**src/sv/pmed_pkg.sv**
```systemverilog
// Shared constants, types and arithmetic helpers for the mono error diffusion block.
`timescale 1ns / 1ps
`default_nettype none
package pmed_pkg;

  localparam int PALETTE_DEPTH = 256;
  localparam int ADDR_W        = (PALETTE_DEPTH > 1) ? $clog2(PALETTE_DEPTH) : 1;
  localparam int IDX_W         = 8;
  localparam int LEVEL_W       = 6;
  localparam int ENTRY_W       = 3 * LEVEL_W;
  localparam int LUMA_W        = 6;
  localparam int ERR_W         = 5;
  localparam int SUM_W         = 8;
  localparam int IN_DATA_W     = 32;
  localparam int OUT_DATA_W    = 8;

  localparam logic signed [SUM_W-1:0] WHITE_THRESHOLD = 8'sd32;
  localparam logic signed [SUM_W-1:0] WHITE_LEVEL     = 8'sd63;

  typedef enum logic {
    ACT_WRITE = 1'b0,
    ACT_PIXEL = 1'b1
  } action_t;

  typedef struct packed {
    logic [LUMA_W-1:0]       brightness;
    logic                    line_start;
    logic signed [ERR_W-1:0] start_error;
  } pix_item_t;

  // Weighted brightness (5r + 9g + 2b) / 16 of one palette entry.
  function automatic logic [LUMA_W-1:0] entry_luma(input logic [ENTRY_W-1:0] entry);
    logic [9:0] acc;
    acc = 10'(entry[17:12]) * 10'd5 + 10'(entry[11:6]) * 10'd9 + 10'(entry[5:0]) * 10'd2;
    return acc[9:4];
  endfunction

  // Division by three, truncated toward zero, for values in -32..32.
  function automatic logic signed [ERR_W-1:0] div3(input logic signed [SUM_W-1:0] value);
    logic [5:0]  mag;
    logic [10:0] prod;
    logic [4:0]  quot;
    mag  = value[SUM_W-1] ? 6'(-value) : 6'(value);
    prod = 11'(mag) * 11'd43;
    quot = 5'(prod[10:7]);
    return value[SUM_W-1] ? -$signed(quot) : $signed(quot);
  endfunction

endpackage
`default_nettype wire

```
**src/sv/pmed_front.sv**
```systemverilog
// Front part: accepts beats, writes the palette and looks up pixel brightness.
`timescale 1ns / 1ps
`default_nettype none
module pmed_front (
  input  wire logic                          clk,
  input  wire logic                          rst,
  input  wire logic                          s_tvalid,
  output logic                               s_tready,
  input  wire logic [pmed_pkg::IN_DATA_W-1:0] s_tdata,
  input  wire logic                          s_tuser,
  input  wire logic                          s_tlast,
  output logic                               push,
  output pmed_pkg::pix_item_t                push_item,
  input  wire logic                          q_full
);
  import pmed_pkg::*;

  logic [ENTRY_W-1:0]      mem [PALETTE_DEPTH];
  logic [ENTRY_W-1:0]      rd_data;
  logic                    stage_valid;
  logic                    stage_in_range;
  logic                    stage_line_start;
  logic signed [ERR_W-1:0] stage_start_error;

  logic                    accept;
  logic                    in_range;
  logic [ADDR_W-1:0]       addr;
  logic [IDX_W-1:0]        idx;
  action_t                 act;

  assign idx      = s_tdata[7:0];
  assign act      = action_t'(s_tuser);
  assign addr     = ADDR_W'(idx);
  assign in_range = {1'b0, idx} < (IDX_W + 1)'(PALETTE_DEPTH);
  assign accept   = s_tvalid && s_tready;
  assign push     = stage_valid && !q_full;
  assign s_tready = !stage_valid || !q_full;

  always_ff @(posedge clk) begin
    if (accept && act == ACT_WRITE && in_range) begin
      mem[addr] <= {s_tdata[13:8], s_tdata[19:14], s_tdata[25:20]};
    end
    if (accept && act == ACT_PIXEL) begin
      rd_data           <= mem[addr];
      stage_in_range    <= in_range;
      stage_line_start  <= s_tlast;
      stage_start_error <= $signed(s_tdata[30:26]);
    end
  end

  always_ff @(posedge clk) begin
    if (rst) begin
      stage_valid <= 1'b0;
    end else if (accept && act == ACT_PIXEL) begin
      stage_valid <= 1'b1;
    end else if (push) begin
      stage_valid <= 1'b0;
    end
  end

  always_comb begin
    push_item.brightness  = stage_in_range ? entry_luma(rd_data) : '0;
    push_item.line_start  = stage_line_start;
    push_item.start_error = stage_start_error;
  end

endmodule
`default_nettype wire

```
**src/sv/pmed_queue.sv**
```systemverilog
// Two-entry queue of looked-up pixels between the front and back parts.
`timescale 1ns / 1ps
`default_nettype none
module pmed_queue (
  input  wire logic                clk,
  input  wire logic                rst,
  input  wire logic                push,
  input  wire pmed_pkg::pix_item_t push_item,
  output logic                     full,
  input  wire logic                pop,
  output pmed_pkg::pix_item_t      pop_item,
  output logic                     not_empty
);
  import pmed_pkg::*;

  pix_item_t  slots [2];
  logic       wr_ptr;
  logic       rd_ptr;
  logic [1:0] count;

  assign full      = count == 2'd2;
  assign not_empty = count != 2'd0;
  assign pop_item  = slots[rd_ptr];

  always_ff @(posedge clk) begin
    if (push) begin
      slots[wr_ptr] <= push_item;
    end
  end

  always_ff @(posedge clk) begin
    if (rst) begin
      wr_ptr <= 1'b0;
      rd_ptr <= 1'b0;
      count  <= 2'd0;
    end else begin
      if (push) begin
        wr_ptr <= !wr_ptr;
      end
      if (pop) begin
        rd_ptr <= !rd_ptr;
      end
      count <= count + 2'(push) - 2'(pop);
    end
  end

  a_count_bound: assert property (@(posedge clk) disable iff (rst) count <= 2'd2)
    else $error("Queue count exceeds its depth.");
  a_no_overflow: assert property (@(posedge clk) disable iff (rst) push |-> !full)
    else $error("Push into a full queue.");
  a_no_underflow: assert property (@(posedge clk) disable iff (rst) pop |-> not_empty)
    else $error("Pop from an empty queue.");

endmodule
`default_nettype wire

```
**src/sv/pmed_back.sv**
```systemverilog
// Back part: adds the carried error, thresholds and holds the output beat.
`timescale 1ns / 1ps
`default_nettype none
module pmed_back (
  input  wire logic                           clk,
  input  wire logic                           rst,
  input  wire logic                           not_empty,
  output logic                                pop,
  input  wire pmed_pkg::pix_item_t            pop_item,
  output logic                                m_tvalid,
  input  wire logic                           m_tready,
  output logic [pmed_pkg::OUT_DATA_W-1:0]     m_tdata
);
  import pmed_pkg::*;

  logic signed [ERR_W-1:0] carried_error;
  logic signed [ERR_W-1:0] carried_error_next;
  logic                    mono_pixel;
  logic                    mono_pixel_next;
  logic signed [ERR_W-1:0] base_error;
  logic signed [SUM_W-1:0] sum;
  logic signed [SUM_W-1:0] err;

  assign pop     = not_empty && (!m_tvalid || m_tready);
  assign m_tdata = {(OUT_DATA_W - 1)'(0), mono_pixel};

  always_comb begin
    base_error = pop_item.line_start ? pop_item.start_error : carried_error;
    sum        = $signed({2'b00, pop_item.brightness}) + SUM_W'(base_error);
    if (sum > WHITE_THRESHOLD) begin
      mono_pixel_next = 1'b1;
      err             = sum - WHITE_LEVEL;
    end else begin
      mono_pixel_next = 1'b0;
      err             = sum;
    end
    carried_error_next = div3(err);
  end

  always_ff @(posedge clk) begin
    if (pop) begin
      mono_pixel <= mono_pixel_next;
    end
  end

  always_ff @(posedge clk) begin
    if (rst) begin
      m_tvalid      <= 1'b0;
      carried_error <= '0;
    end else begin
      if (pop) begin
        m_tvalid      <= 1'b1;
        carried_error <= carried_error_next;
      end else if (m_tready) begin
        m_tvalid <= 1'b0;
      end
    end
  end

  a_error_range: assert property (@(posedge clk) disable iff (rst)
      carried_error >= -5'sd10 && carried_error <= 5'sd10)
    else $error("Carried error left its range.");
  a_hold_on_stall: assert property (@(posedge clk) disable iff (rst)
      m_tvalid && !m_tready |=> m_tvalid && $stable(mono_pixel))
    else $error("Output beat changed while stalled.");
  a_error_only_on_pop: assert property (@(posedge clk) disable iff (rst)
      !pop |=> $stable(carried_error))
    else $error("Carried error changed without a pixel.");

endmodule
`default_nettype wire

```
**src/sv/palette_mono_error_diffusion.sv**
```systemverilog
// Top level of the palette to one-bit error diffusion converter.
//
// The input channel (s_*) carries one item per beat. s_tuser selects the kind:
// 0 writes a palette entry, 1 converts one pixel. s_tlast marks the first
// pixel of a line, whose start error then replaces the carried error.
// The output channel (m_*) carries one beat per pixel, the dithered bit in
// m_tdata[0]; palette writes give no output beat.
// A pixel beat accepted at the input is read from the palette into the lookup
// stage, then moved into the two-entry queue and then loaded into the output
// register. Throughput is one beat per clock on both sides while the receiver
// does not stall; each beat uses the single-port palette memory once.
// A palette write followed at once by a pixel of the same entry sees the new
// value.
// Reset clears the carried error, the queue and both valid flags; the
// palette keeps its contents and must be written before its entries are used.
// When the receiver stalls, the output register, the queue and the lookup
// stage fill up, and s_tready drops once all of them are occupied.
`timescale 1ns / 1ps
`default_nettype none
module palette_mono_error_diffusion (
  input  wire logic        clk,
  input  wire logic        rst,
  input  wire logic        s_tvalid,
  output logic             s_tready,
  // Fields from bit 0: entry_index[7:0], red_level[13:8], green_level[19:14],
  // blue_level[25:20], start_error[30:26], zero bit 31.
  input  wire logic [31:0] s_tdata,
  // Fields from bit 0: action.
  input  wire logic [0:0]  s_tuser,
  input  wire logic        s_tlast,
  output logic             m_tvalid,
  input  wire logic        m_tready,
  // Fields from bit 0: mono_pixel, zero bits 7:1.
  output logic [7:0]       m_tdata
);
  import pmed_pkg::*;

  logic      push;
  logic      pop;
  logic      q_full;
  logic      q_not_empty;
  pix_item_t push_item;
  pix_item_t pop_item;

  pmed_front u_front (
    .clk       (clk),
    .rst       (rst),
    .s_tvalid  (s_tvalid),
    .s_tready  (s_tready),
    .s_tdata   (s_tdata),
    .s_tuser   (s_tuser[0]),
    .s_tlast   (s_tlast),
    .push      (push),
    .push_item (push_item),
    .q_full    (q_full)
  );

  pmed_queue u_queue (
    .clk       (clk),
    .rst       (rst),
    .push      (push),
    .push_item (push_item),
    .full      (q_full),
    .pop       (pop),
    .pop_item  (pop_item),
    .not_empty (q_not_empty)
  );

  pmed_back u_back (
    .clk       (clk),
    .rst       (rst),
    .not_empty (q_not_empty),
    .pop       (pop),
    .pop_item  (pop_item),
    .m_tvalid  (m_tvalid),
    .m_tready  (m_tready),
    .m_tdata   (m_tdata)
  );

endmodule
`default_nettype wire

```
**config.mk**
```make
export PLATFORM = sky130hd
export DESIGN_NAME = palette_mono_error_diffusion
export DESIGN_NICKNAME = d
export VERILOG_FILES = /design/src/sv/pmed_pkg.sv /design/src/sv/pmed_front.sv /design/src/sv/pmed_queue.sv /design/src/sv/pmed_back.sv /design/src/sv/palette_mono_error_diffusion.sv
export SDC_FILE = /design/constraint.sdc
export NUM_CORES = 2
export LEC_CHECK = 0
export ABC_CLOCK_PERIOD_IN_PS = 7800
export BUFFER_PORTS_ARGS = -buffer_cell sky130_fd_sc_hd__buf_2
export CAP_MARGIN = 40
export CORE_ASPECT_RATIO = 2
export CORE_MARGIN = 2
export CORE_UTILIZATION = 30
export DETAILED_ROUTE_END_ITERATION = 8
export SETUP_SLACK_MARGIN = 0.05
export SLEW_MARGIN = 10
export SYNTH_ARGS = -nofsm -noshare
export SYNTH_HDL_FRONTEND = slang
export SYNTH_MEMORY_MAX_BITS = 65536
export SYNTH_SLANG_ARGS = --single-unit
export TNS_END_PERCENT = 50
```
**constraint.sdc**
```tcl
create_clock -name clk -period 7.8 [get_ports clk]
set_input_delay 0 -clock clk [delete_from_list [all_inputs] [get_ports clk]]
set_output_delay 0 -clock clk [all_outputs]
set_load 0.01 [all_outputs]
```
==> summary.md <==
| Metric | Value |
|---|---|
| Post-synthesis simple-gate area fraction | approximately 1.2% |
| Seq cells post-synth | 4669 |
| Most frequent cell after synthesis | edfxtp_1 |
| Final GP Congestion | 0.8672 |
| Critical R2R Capture | u_back.carried_error[2]$_SDFFE_PP0P_ |
| Hold Path Depth | 2 |
| Chip Height | approximately 1100 microns |
| First-pass GRT wire length | 681100 microns |
| Slew margin rel. | 20.68% |
| Hold Path Class | in2reg |
| Cell variety after synth | 74 |
| Worst-Skew Late Latency | 960 ps |
| Final-report hold violation count | 0 |
| # port buffers | 39 |
| Vias in the first global route | 86.71k |
| Pin count of the biggest net entering global routing | 168 |
| Sequential Power Share | 49.0% |
| Clock power share | 33.7% |
| Htree depth | 5 |
| Post-synth EDFFs | 4657 |
| Mean Syn Cell Area | 24.36 sq um |
| Post-route ant nets | 0 |
| Yosys Warn Count | 0 |
| Failing checks | DRC |
| Yosys top cell by area | edfxtp_1 |
| Routed length per instance | 30.54 microns |
| Crit path kind | reg2reg |
| CTS tree | built |
| Via density | 5.112 |
| Final core utilization | 34.59% |
| Core ar. | 598500 sq um |
| Tightest Pin Transition | 1190 ps |
| Worst Reg-to-Reg Cells | 38 |
| Max Cap Violations | 0 |
| Adder-Cell Fraction of Synth Area | 0.5886% |
| Vias | 81.89k |
| Num CTS Buffers | 356 |
| Seq/Total Area, Yosys | 77.72% |
| Final setup violating endpoints | 0 |
| GRT Total Usage | 15.72% |
| Post-CTS Setup Bufs | 0 |
| XOR/XNOR Fraction of Synth Area | 0.1617% |
| Synth async-reset ratio | 0% |
| Worst-path clk slew | 70 ps |
| P per Cell Area | 273.2 nW/um^2 |
| Worst ir drop on vdd | between 0.001 and 0.0015 V |
| Initial antenna violation count | 27 |
| Synth-to-Final Area Change | 14.88% |
| Die W | 552.1 microns |
| Mux cell area share after synthesis | 18.70% |
| Starting density of the core | 30.11% |
| Area of the mapped netlist | 180200 sq um |
| Min Tclk post-route | about 7400 ps |
| Reg-to-reg slack, setup | 410 ps |
| Initial drt markers | 9167 |
| Main synth FF type | edfxtp_1 |
| Final Max Tran Viols | 0 |
| RSZ-0062 raised after global routing | false |
| Data arrival time of the critical path | 8240 ps |
| Crit path max-delay cell type | fa_1 |
| Setup tns final | 0 ps |
| Cells after DPL | 15.30k |
| Leak pwr | approximately 62 nW |
| Non-Filler Instances | 16.02k |
| Hpwl dp | 296200 microns |
| Most used cell, CP | inv_1 |
| Fraction of layout cells with a size suffix above 1 | 33.95% |
| Int Pwr | 41.82 mW |
| CTS max path bufs | 4 |
| Largest family of logic cells by synthesized area | multiplexers |
| Psw | between 10 and 15 mW |
| Run status | finished with violations |
| Worst Hold Endpoint | u_front.mem[239][5]$_DFFE_PP_ |
| Fin Hold WS | about 2.6 ps |
| Tcrit/Tclk final | 94.71% |
| Fmax | 0.1354 GHz |
| Sw frac | 26.07% |
| Synth top cells by count | 4657 x edfxtp_1, 1481 x mux4_2, 310 x nor2_1 |
| Crit. End Element | flip-flop |
| Required time of the critical path | 8650 ps |
| Post-synthesis compound-gate area fraction | 0.5963% |
| I/O pin cnt | 48 |
| DRC errors left | 1 |
| Logic pwr share | 17.4% |
| Top-area cell type share of the netlist area | 77.58% |
| Fin nets | 7947 |
| Type of origin of the critical path | flip-flop |
| Clock sinks | 4669 |
| Synth top area cells | edfxtp_1 78%, mux4_2 19%, nor2_1 0.65% |
| CP max FO | 5 |
| Final setup skew | ~46 ps |
| Die Area | 607400 sq um |
| Drt pass-1 iters | 9 |
| GR Overflow Total | 0 |
| CP peak stage delay | 490 ps |
| Core Rows | about 400 |
| Cells after Synth | 7399 |
| CTS Root Cell | clkbuf_16 |
| Detailed Route WL | 489200 microns |
| Worst Hold Launch | s_tdata[25] |
[power by group through the flow]
stage / clock network [mW] / registers, mW / logic (mW)
after floorplan: 0 / 28.3 / 6.42
after global placement: 0 / 28.3 / 9.51
after CTS: 19.4 / 27.7 / 9.73
final: 19.1 / 27.7 / 9.81
after global routing: 20.1 / 27.7 / 10.7
after detailed placement: 0 / 28.3 / 9.67
[routing by layer]
layer / GRT usage [%] / vias to the layer above / share of wire [%]
li1: - / 32660 / -
met1: 16.88 / 45230 / 34
met2: 29.85 / 3190 / 55
met3: 1.572 / 805 / 5.1
met4: 8.905 / 8 / 6.4
met5: 0 / - / 0.012
[worst max-delay path: cells and delay by family, from the launching register on]
kind / cells / cell delay (ps)
adder cells (fa/ha/maj): 7 / 2150
AO/OA/AOI/OAI: 9 / 1840
AND/OR/NAND/NOR: 9 / 1190
XOR/XNOR: 5 / 950
buffers and inverters: 7 / 630
flip-flops: 1 / 410
multiplexers: 1 / 120
[through the flow]
stage,cell area (sq um),power (mW),worst slack [ps]
3_3_place_gp,192800,37.77,600.9
4_1_cts,206800,56.79,441.8
3_5_place_dp,194500,37.93,495.1
2_1_floorplan,180300,34.67,1106
6_report,207100,56.57,412.5
5_1_grt,207000,58.47,82.08
[cells in the final DEF (no fill, tap or decap), types with 16 or more instances in the layout]
cell,instances
buf_12,65
clkinvlp_4,17
edfxtp_1,4657
clkinv_2,64
nand3_1,55
nor2_1,51
buf_4,293
o21ai_0,16
xnor2_1,20
mux4_2,1481
clkbuf_8,18
mux2i_1,17
a22oi_1,17
nor2_4,101
nor2_2,159
clkinv_1,72
clkbuf_16,361
buf_16,38
a21oi_1,19
ha_1,56
dlygate4sd3_1,42
nand2_1,63
a32oi_1,16
inv_1,49
fa_1,17
buf_2,16
bufinv_16,46
clkbuf_1,46
diode_2,18
[how the worst max path moves through the flow]
stage / from / endpoint
global placement: flip-flop / u_back.carried_error[2]$_SDFFE_PP0P_
detailed placement: flip-flop / u_back.carried_error[2]$_SDFFE_PP0P_
finish: flip-flop / u_back.carried_error[2]$_SDFFE_PP0P_
global route: u_queue.slots[1][5]$_DFFE_PP_ / u_back.carried_error[2]$_SDFFE_PP0P_
floorplan: flip-flop / u_back.carried_error[2]$_SDFFE_PP0P_
CTS: flip-flop / u_back.carried_error[2]$_SDFFE_PP0P_
[flip-flops by register name (all words and copies together), names as in the netlist, named ones only]
signal and flops:
u_front.stage_start_error 5, u_queue.wr_ptr 1, u_back.carried_error 5, u_front.mem 4608, u_queue.slots 24, u_queue.rd_ptr 1
u_queue.count 2, u_front.rd_data 18, u_front.stage_valid 1, u_back.mono_pixel 1, u_front.stage_line_start 1, u_back.m_tvalid 1
[cell type report]
type | instances | area, sq um
Clock inverter | 240 | 2649
Inverter | 50 | 187.7
Sequential cell | 4669 | 140100
Tap cell | 7878 | 9857
Multi-Input combinational cell | 2279 | 39640
Timing Repair Buffer | 479 | 5396
Clock buffer | 407 | 9206
Antenna cell | 18 | 45.04
Fill cell | 54420 | 391500
[kinds of logic after synthesis]
| logic type | count (synthesis) |
|---|---|
| muxes | 1514 |
| and+or+nand+nor | 512 |
| xor gates and xnor gates | 30 |
| DFF | 4669 |
| adders and majority gates | 74 |
| other | 1 |
| buffers and inverters | 457 |
| AOI/OAI and AO/OA | 142 |
[what timing repair did]
item                                    in CTS  in global routing
resized for setup                            0                  3
endpoints found under the hold margin     1709                  0
endpoints found under the setup margin       0                  3
hold buffers                                42                  0
No activity file was read; power rests on OpenSTA's default activity.
